### config.mk
export PLATFORM = sky130hd
export DESIGN_NAME = camera_pixel_to_rgb888
export DESIGN_NICKNAME = d
export VERILOG_FILES = /design/src/hdl/cp2rgb_pkg.sv /design/src/hdl/camera_pixel_to_rgb888.sv /design/src/hdl/cp2rgb_front.sv /design/src/hdl/cp2rgb_job_q.sv /design/src/hdl/cp2rgb_back.sv
export SDC_FILE = /design/constraint.sdc
export NUM_CORES = 1
export LEC_CHECK = 0
export ABC_AREA = 1
export ABC_CLOCK_PERIOD_IN_PS = 13800
export BUFFER_PORTS_ARGS = -buffer_cell sky130_fd_sc_hd__buf_2
export CAP_MARGIN = 10
export CORE_AREA = 2 2 397 202
export CTS_CLUSTER_SIZE = 28
export DETAILED_ROUTE_END_ITERATION = 10
export DIE_AREA = 0 0 399 204
export SETUP_SLACK_MARGIN = 0.1
export SYNTH_ARGS = -nofsm -noshare
export SYNTH_HDL_FRONTEND = slang
export SYNTH_SLANG_ARGS = --single-unit
export TNS_END_PERCENT = 5
### constraint.sdc
create_clock -name i_clk -period 13.8 [get_ports i_clk]
set_clock_uncertainty 0.1 [all_clocks]
set_input_delay 0.69 -clock i_clk [delete_from_list [all_inputs] [get_ports i_clk]]
set_output_delay 0.69 -clock i_clk [all_outputs]
set_load 0.05 [all_outputs]
### src/hdl/cp2rgb_pkg.sv
// shared types, format codes and queue sizes for the camera pixel converter
package cp2rgb_pkg;

    localparam logic [2:0] FMT_RGB    = 3'd0;
    localparam logic [2:0] FMT_YUYV   = 3'd1;
    localparam logic [2:0] FMT_UYVY   = 3'd2;
    localparam logic [2:0] FMT_YUV444 = 3'd3;
    localparam logic [2:0] FMT_BAYER  = 3'd4;

    localparam int JQ_DEPTH = 4;
    localparam int JQ_AW    = $clog2(JQ_DEPTH);
    localparam int OQ_DEPTH = 4;
    localparam int OQ_AW    = $clog2(OQ_DEPTH);

    typedef struct packed {
        logic [7:0] byte0;
        logic [7:0] byte1;
        logic [7:0] byte2;
        logic [7:0] byte3;
    } t_in_item;

    typedef struct packed {
        logic [7:0] red;
        logic [7:0] green;
        logic [7:0] blue;
        logic       last_of_item;
    } t_out_item;

    // one pixel of work: either ready rgb bytes or a y/u/v triple
    typedef struct packed {
        logic       is_yuv;
        logic [7:0] ch0;
        logic [7:0] ch1;
        logic [7:0] ch2;
        logic       last;
    } t_job;

endpackage

### src/hdl/camera_pixel_to_rgb888.sv
// camera pixel group to rgb888 converter, top level
// an item passes the front job register, job queue, multiply stage and result queue
// throughput: one result pixel per cycle while the output is popped, set by the single
//   job issue port of the back end; 4:2:2 items give two jobs, rgb, yuv444 and bayer one
// reset: synchronous active-low i_rst_n empties both queues and sets the format to rgb
module camera_pixel_to_rgb888 (
    input  logic                  i_clk,
    input  logic                  i_rst_n,
    input  logic                  i_cfg_wr_en,
    input  logic [2:0]            i_cfg_wr_data,
    input  logic                  push,
    output logic                  full,
    input  cp2rgb_pkg::t_in_item  i_item,
    output logic                  empty,
    input  logic                  pop,
    output cp2rgb_pkg::t_out_item o_pixel
);

    logic             job_valid;
    cp2rgb_pkg::t_job job_in;
    logic             jq_full;
    logic             jq_empty;
    logic             jq_pop;
    cp2rgb_pkg::t_job job_head;

    cp2rgb_front u_front (
        .i_clk         (i_clk),
        .i_rst_n       (i_rst_n),
        .i_cfg_wr_en   (i_cfg_wr_en),
        .i_cfg_wr_data (i_cfg_wr_data),
        .push          (push),
        .full          (full),
        .i_item        (i_item),
        .o_job_valid   (job_valid),
        .o_job         (job_in),
        .i_job_full    (jq_full)
    );

    cp2rgb_job_q u_job_q (
        .i_clk   (i_clk),
        .i_rst_n (i_rst_n),
        .i_push  (job_valid),
        .i_job   (job_in),
        .o_full  (jq_full),
        .i_pop   (jq_pop),
        .o_empty (jq_empty),
        .o_job   (job_head)
    );

    cp2rgb_back u_back (
        .i_clk       (i_clk),
        .i_rst_n     (i_rst_n),
        .i_job_empty (jq_empty),
        .i_job       (job_head),
        .o_job_pop   (jq_pop),
        .empty       (empty),
        .pop         (pop),
        .o_pixel     (o_pixel)
    );

endmodule

### src/hdl/cp2rgb_front.sv
// front end: format register, item decode and per-pixel job issue
module cp2rgb_front (
    input  logic                  i_clk,
    input  logic                  i_rst_n,
    input  logic                  i_cfg_wr_en,
    input  logic [2:0]            i_cfg_wr_data,
    input  logic                  push,
    output logic                  full,
    input  cp2rgb_pkg::t_in_item  i_item,
    output logic                  o_job_valid,
    output cp2rgb_pkg::t_job      o_job,
    input  logic                  i_job_full
);

    logic [2:0]       r_fmt;
    logic [1:0]       r_pend;
    logic [1:0]       n_pend;
    cp2rgb_pkg::t_job r_job_a;
    cp2rgb_pkg::t_job r_job_b;
    cp2rgb_pkg::t_job n_job_a;
    cp2rgb_pkg::t_job n_job_b;
    cp2rgb_pkg::t_job dec_a;
    cp2rgb_pkg::t_job dec_b;
    logic [1:0]       dec_cnt;
    logic [8:0]       green_sum;
    logic             emit;
    logic             accept;

    assign green_sum = {1'b0, i_item.byte0} + {1'b0, i_item.byte3};

    always_comb begin
        dec_a   = '0;
        dec_b   = '0;
        dec_cnt = 2'd0;
        case (r_fmt)
            cp2rgb_pkg::FMT_RGB: begin
                dec_a   = '{1'b0, i_item.byte0, i_item.byte1, i_item.byte2, 1'b1};
                dec_cnt = 2'd1;
            end
            cp2rgb_pkg::FMT_YUYV: begin
                dec_a   = '{1'b1, i_item.byte0, i_item.byte1, i_item.byte3, 1'b0};
                dec_b   = '{1'b1, i_item.byte2, i_item.byte1, i_item.byte3, 1'b1};
                dec_cnt = 2'd2;
            end
            cp2rgb_pkg::FMT_UYVY: begin
                dec_a   = '{1'b1, i_item.byte1, i_item.byte0, i_item.byte2, 1'b0};
                dec_b   = '{1'b1, i_item.byte3, i_item.byte0, i_item.byte2, 1'b1};
                dec_cnt = 2'd2;
            end
            cp2rgb_pkg::FMT_YUV444: begin
                dec_a   = '{1'b1, i_item.byte0, i_item.byte1, i_item.byte2, 1'b1};
                dec_cnt = 2'd1;
            end
            cp2rgb_pkg::FMT_BAYER: begin
                dec_a   = '{1'b0, i_item.byte1, green_sum[8:1], i_item.byte2, 1'b1};
                dec_cnt = 2'd1;
            end
            default: begin
                // unused codes swallow the item
                dec_cnt = 2'd0;
            end
        endcase
    end

    assign emit        = (r_pend != 2'd0) && !i_job_full;
    assign full        = !((r_pend == 2'd0) || ((r_pend == 2'd1) && emit));
    assign accept      = push && !full;
    assign o_job_valid = emit;
    assign o_job       = r_job_a;

    always_comb begin
        n_pend  = r_pend;
        n_job_a = r_job_a;
        n_job_b = r_job_b;
        if (accept) begin
            n_pend  = dec_cnt;
            n_job_a = dec_a;
            n_job_b = dec_b;
        end else if (emit) begin
            if (r_pend == 2'd2) begin
                n_pend  = 2'd1;
                n_job_a = r_job_b;
            end else begin
                n_pend = 2'd0;
            end
        end
    end

    always_ff @(posedge i_clk) begin
        if (!i_rst_n) begin
            r_fmt  <= cp2rgb_pkg::FMT_RGB;
            r_pend <= 2'd0;
        end else begin
            if (i_cfg_wr_en) begin
                r_fmt <= i_cfg_wr_data;
            end
            r_pend <= n_pend;
        end
        r_job_a <= n_job_a;
        r_job_b <= n_job_b;
    end

endmodule

### src/hdl/cp2rgb_job_q.sv
// small register queue of pixel jobs between front and back
module cp2rgb_job_q (
    input  logic             i_clk,
    input  logic             i_rst_n,
    input  logic             i_push,
    input  cp2rgb_pkg::t_job i_job,
    output logic             o_full,
    input  logic             i_pop,
    output logic             o_empty,
    output cp2rgb_pkg::t_job o_job
);

    cp2rgb_pkg::t_job               r_mem [cp2rgb_pkg::JQ_DEPTH];
    logic [cp2rgb_pkg::JQ_AW-1:0]   r_wr_ptr;
    logic [cp2rgb_pkg::JQ_AW-1:0]   r_rd_ptr;
    logic [cp2rgb_pkg::JQ_AW:0]     r_count;
    logic                           do_push;
    logic                           do_pop;

    assign o_full  = (r_count == (cp2rgb_pkg::JQ_AW + 1)'(cp2rgb_pkg::JQ_DEPTH));
    assign o_empty = (r_count == '0);
    assign o_job   = r_mem[r_rd_ptr];
    assign do_push = i_push && !o_full;
    assign do_pop  = i_pop && !o_empty;

    always_ff @(posedge i_clk) begin
        if (!i_rst_n) begin
            r_wr_ptr <= '0;
            r_rd_ptr <= '0;
            r_count  <= '0;
        end else begin
            if (do_push) begin
                r_wr_ptr <= r_wr_ptr + cp2rgb_pkg::JQ_AW'(1);
            end
            if (do_pop) begin
                r_rd_ptr <= r_rd_ptr + cp2rgb_pkg::JQ_AW'(1);
            end
            if (do_push && !do_pop) begin
                r_count <= r_count + (cp2rgb_pkg::JQ_AW + 1)'(1);
            end else if (do_pop && !do_push) begin
                r_count <= r_count - (cp2rgb_pkg::JQ_AW + 1)'(1);
            end
        end
        if (do_push) begin
            r_mem[r_wr_ptr] <= i_job;
        end
    end

endmodule

### src/hdl/cp2rgb_back.sv
// back end: bt.601 multiply stage, sum and clamp, result queue
module cp2rgb_back (
    input  logic                  i_clk,
    input  logic                  i_rst_n,
    input  logic                  i_job_empty,
    input  cp2rgb_pkg::t_job      i_job,
    output logic                  o_job_pop,
    output logic                  empty,
    input  logic                  pop,
    output cp2rgb_pkg::t_out_item o_pixel
);

    logic signed [19:0] c_val;
    logic signed [19:0] d_val;
    logic signed [19:0] e_val;

    logic               r_s1_valid;
    logic               r_s1_yuv;
    logic [7:0]         r_s1_ch0;
    logic [7:0]         r_s1_ch1;
    logic [7:0]         r_s1_ch2;
    logic               r_s1_last;
    logic signed [19:0] r_s1_yc;
    logic signed [19:0] r_s1_er;
    logic signed [19:0] r_s1_dg;
    logic signed [19:0] r_s1_eg;
    logic signed [19:0] r_s1_db;

    logic signed [19:0]    sum_r;
    logic signed [19:0]    sum_g;
    logic signed [19:0]    sum_b;
    cp2rgb_pkg::t_out_item px;

    cp2rgb_pkg::t_out_item          r_oq [cp2rgb_pkg::OQ_DEPTH];
    logic [cp2rgb_pkg::OQ_AW-1:0]   r_wr_ptr;
    logic [cp2rgb_pkg::OQ_AW-1:0]   r_rd_ptr;
    logic [cp2rgb_pkg::OQ_AW:0]     r_count;
    logic [cp2rgb_pkg::OQ_AW+1:0]   in_use;
    logic                           do_pop;

    function automatic logic [7:0] clamp_byte(input logic signed [19:0] sum);
        logic signed [11:0] sh;
        logic [7:0]         res;
        sh = sum[19:8];
        if (sh[11]) begin
            res = 8'd0;
        end else if (sh[10:8] != 3'd0) begin
            res = 8'd255;
        end else begin
            res = sh[7:0];
        end
        return res;
    endfunction

    // a job issues only if the result queue has a slot for it and the one in flight
    assign in_use    = {1'b0, r_count} + {{(cp2rgb_pkg::OQ_AW + 1){1'b0}}, r_s1_valid};
    assign o_job_pop = !i_job_empty &&
                       (in_use < (cp2rgb_pkg::OQ_AW + 2)'(cp2rgb_pkg::OQ_DEPTH));

    assign c_val = $signed({12'd0, i_job.ch0}) - 20'sd16;
    assign d_val = $signed({12'd0, i_job.ch1}) - 20'sd128;
    assign e_val = $signed({12'd0, i_job.ch2}) - 20'sd128;

    always_ff @(posedge i_clk) begin
        if (!i_rst_n) begin
            r_s1_valid <= 1'b0;
        end else begin
            r_s1_valid <= o_job_pop;
        end
        if (o_job_pop) begin
            r_s1_yuv  <= i_job.is_yuv;
            r_s1_ch0  <= i_job.ch0;
            r_s1_ch1  <= i_job.ch1;
            r_s1_ch2  <= i_job.ch2;
            r_s1_last <= i_job.last;
            r_s1_yc   <= c_val * 20'sd298;
            r_s1_er   <= e_val * 20'sd409;
            r_s1_dg   <= d_val * 20'sd100;
            r_s1_eg   <= e_val * 20'sd209;
            r_s1_db   <= d_val * 20'sd516;
        end
    end

    assign sum_r = r_s1_yc + r_s1_er + 20'sd128;
    assign sum_g = r_s1_yc - r_s1_dg - r_s1_eg + 20'sd128;
    assign sum_b = r_s1_yc + r_s1_db + 20'sd128;

    always_comb begin
        px.last_of_item = r_s1_last;
        if (r_s1_yuv) begin
            px.red   = clamp_byte(sum_r);
            px.green = clamp_byte(sum_g);
            px.blue  = clamp_byte(sum_b);
        end else begin
            px.red   = r_s1_ch0;
            px.green = r_s1_ch1;
            px.blue  = r_s1_ch2;
        end
    end

    assign empty   = (r_count == '0);
    assign o_pixel = r_oq[r_rd_ptr];
    assign do_pop  = pop && !empty;

    always_ff @(posedge i_clk) begin
        if (!i_rst_n) begin
            r_wr_ptr <= '0;
            r_rd_ptr <= '0;
            r_count  <= '0;
        end else begin
            if (r_s1_valid) begin
                r_wr_ptr <= r_wr_ptr + cp2rgb_pkg::OQ_AW'(1);
            end
            if (do_pop) begin
                r_rd_ptr <= r_rd_ptr + cp2rgb_pkg::OQ_AW'(1);
            end
            if (r_s1_valid && !do_pop) begin
                r_count <= r_count + (cp2rgb_pkg::OQ_AW + 1)'(1);
            end else if (do_pop && !r_s1_valid) begin
                r_count <= r_count - (cp2rgb_pkg::OQ_AW + 1)'(1);
            end
        end
        if (r_s1_valid) begin
            r_oq[r_wr_ptr] <= px;
        end
    end

endmodule
==> results.md <==
* Cell count after synthesis at 2254
* Seq/Total Area, Yosys at 48.26%
* Syn_nets at 2641
* Gpl congestion at 0.9252
* Global-route wire length before repair at 92780 um
* DP HPWL at 46040 um
* I/O pin cnt at 67
* Critical path required time at 13.99 ns
* CP Launch Type: flop
* Initial antenna violation count at 2
* Commonest cells after routing, fill and taps aside: nand2_1, edfxtp_1, inv_1
* Post-DR vias/cell at 4.738
* Layout cells sized above 1 at 7.514%
* Distinct cells, synth at 51
* Worst setup EP type: flop
* Core area at 78370 sq um
* Status: finished clean
* Post-route DRC at 0
* Initial core utilization at 29.61%
* Vias in the first global route at 15180
* Minimum clock period at 5.872 ns
* CP Buf/Inv Count at 6
* Finish-stage setup viols at 0
* Via Count at 16200
* Hold Crit Class: input port to flop
* Clk sinks at 381
* Cts hold-fix bufs at 0
* Wirelength per Cell at 17.80 um
* Setup bufs post-CTS at 0
* Fin. max-slew vios at 0
* Post-synth EDFFs at 357
* Post-Syn Area at 23210 sq um
* Port bufs at 66
* Hold Vio Cnt, Final at 0
* CP top delay family: adder cells
* Mapped Avg Cell Area at 10.30 sq um
* Maximum clock insertion buffer count at 3
* Layer with the highest usage: met1
* Total track usage at 14.98%
* Std cell rows at 73
* Clk slew on worst S/H paths at 0.07 ns
* Max Clk Rate at 0.1703 GHz
* Die width at 399 um
* Worst skew pair latency at 0.56 ns
* Die area at 81400 sq um
* Critical-path top delay cell: fa_1
* #FFs+latches synth at 381
* Top_reg_cell synth: edfxtp_1
* Slew @ Worst Pin at 1.094 ns
* Setup TNS at 0 ns
* Routed Antenna Nets at 0
* Syn-to-layout area delta at 12.10%
* Part of the cycle the worst path needs at 42.55%
* WS Path Type: flop to flop
* Cell chosen for the clock root: clkbuf_16
* Post-CTS Resized at 0
* FFs w/ async S/R, synth at 0%
* Total Wirelength at 60890 um
* Met1 Track Usage GR at 25.06%
* Nets at 2727
* Grt ovf at 0
* GR Util met3 at 5.301%
* Max-cap violation count at 0
* Iteration-0 DRC Markers at 1690
* Ys Warns at 0
* Slew headroom at 26.90%
* Leading cell type in the layout, fill and taps excluded: nand2_1
* Crit path DAT at 6.06 ns
* Largest stage delay, worst path at 0.54 ns
* GRT met2 Usage at 17.65%
* Crit-path max FO at 55
* TritonCTS Buffers at 37
* CTS tree: done
* Critical path cell sequence: buf_4 -> inv_8 -> nand2_1 -> nand3_1 -> and2_4 -> inv_1 -> ha_1 -> nand3_2 -> inv_1 -> ha_1 -> ha_1 -> inv_1 -> fa_1 -> fa_1 -> inv_1 -> ha_1 -> a21oi_1 -> nand2_1 -> a21oi_1 -> o21ai_0 -> a31oi_1 -> xor2_1
* Worst hold margin at 0.3003 ns
* H-tree levels at 2
* 1st-pass router iterations at 6
* RSZ-0062 raised after global routing: no
* Largest net degree at the start of global routing at 71
* Die Y at 204 um
## worst reg2reg max path, cell delays in order, from the launching register on
cell and delay, ns:
dfxtp_2 0.31, buf_4 0.47, inv_8 0.26, nand2_1 0.15
nand3_1 0.07, and2_4 0.17, inv_1 0.17, ha_1 0.24
nand3_2 0.24, inv_1 0.32, ha_1 0.32, ha_1 0.30
inv_1 0.07, fa_1 0.43, fa_1 0.54, inv_1 0.04
ha_1 0.34, a21oi_1 0.19, nand2_1 0.11, a21oi_1 0.24
o21ai_0 0.16, a31oi_1 0.24, xor2_1 0.10
## synth_stat cells, types with 28 or more instances
library cell | n | area [sq um]
o22ai_1 | 56 | 350.3
clkbuf_1 | 30 | 112.6
a21oi_1 | 153 | 765.7
xor2_1 | 64 | 560.5
nand2_1 | 387 | 1453
nor2_1 | 169 | 634.4
o21ai_0 | 167 | 835.8
fa_1 | 60 | 1201
edfxtp_1 | 357 | 10720
ha_1 | 287 | 3591
xnor2_1 | 28 | 245.2
nand3_1 | 62 | 310.3
inv_1 | 290 | 1089
## path summary, 6_finish.rpt
| path | startpoint | to | slack, ns | depth (start not counted) |
|---|---|---|---|---|
| worst min-delay path | i_cfg_wr_data[2] | u_front.r_fmt[2]$_SDFFE_PN0P_ | 0.30 | 3 |
| worst max-delay path | flop | u_back.r_s1_yc[16]$_DFFE_PP_ | 7.93 | 22 |
| worst max register to register | flop | u_back.r_s1_yc[16]$_DFFE_PP_ | 7.93 | 22 |
| worst min register to register | u_back.r_rd_ptr[1]$_SDFFE_PN0P_ | u_back.r_rd_ptr[1]$_SDFFE_PN0P_ | 0.37 | 2 |
## metal layers
metal | wire length [um] | vias to the layer above
met5 | 0 | -
met2 | 20500 | 609
met1 | 32640 | 7615
met3 | 7155 | 50
li1 | - | 7929
met4 | 586 | 0
## registers in the layout, indices dropped and copies added, names as in the netlist, 3 cells and up, named ones only
register / count
u_back.r_oq: 100
u_job_q.r_count: 3
u_job_q.r_mem: 104
u_back.r_s1_db: 11
u_front.r_job_b: 25
u_back.r_s1_dg: 15
u_back.r_s1_ch2: 4
u_back.r_s1_ch0: 8
u_back.r_s1_yc: 17
u_back.r_s1_eg: 20
u_front.o_job: 26
u_front.r_fmt: 3
u_back.r_count: 3
u_back.r_s1_er: 17
u_back.r_s1_ch1: 8
## per-stage QoR
stage	cells	cell area, sq um	setup WS, ns	utilization (%)
floorplan	2254	23210	4.332	-
global placement	3350	24840	8.096	31.69
detailed placement	3350	24840	8.023	31.69
CTS	3418	25990	7.970	33.16
global route	3420	26020	7.493	33.20
finish	3420	26020	7.928	33.20
## cell type report
type / instances / area [sq um]
fillers: 8014 / 52350
repair buffers: 89 / 523.0
diodes: 1 / 2.502
flip-flops and latches: 381 / 11200
clock buffers: 44 / 952.2
multi-input cells: 1534 / 10700
well taps: 1050 / 1314
clock inverters: 24 / 198.9
inverters: 297 / 1125
## kinds of logic after synthesis
family	synth area share (%)
adders and majority gates	20.65
DFF	48.26
AOI/OAI and AO/OA	10.23
buffers and inverters	5.698
muxes	0.04852
and+or+nand+nor	11.64
xor gates and xnor gates	3.472
Power is not shown: default switching activity piles up to over one toggle a cycle in this logic, so the estimate is an artifact.
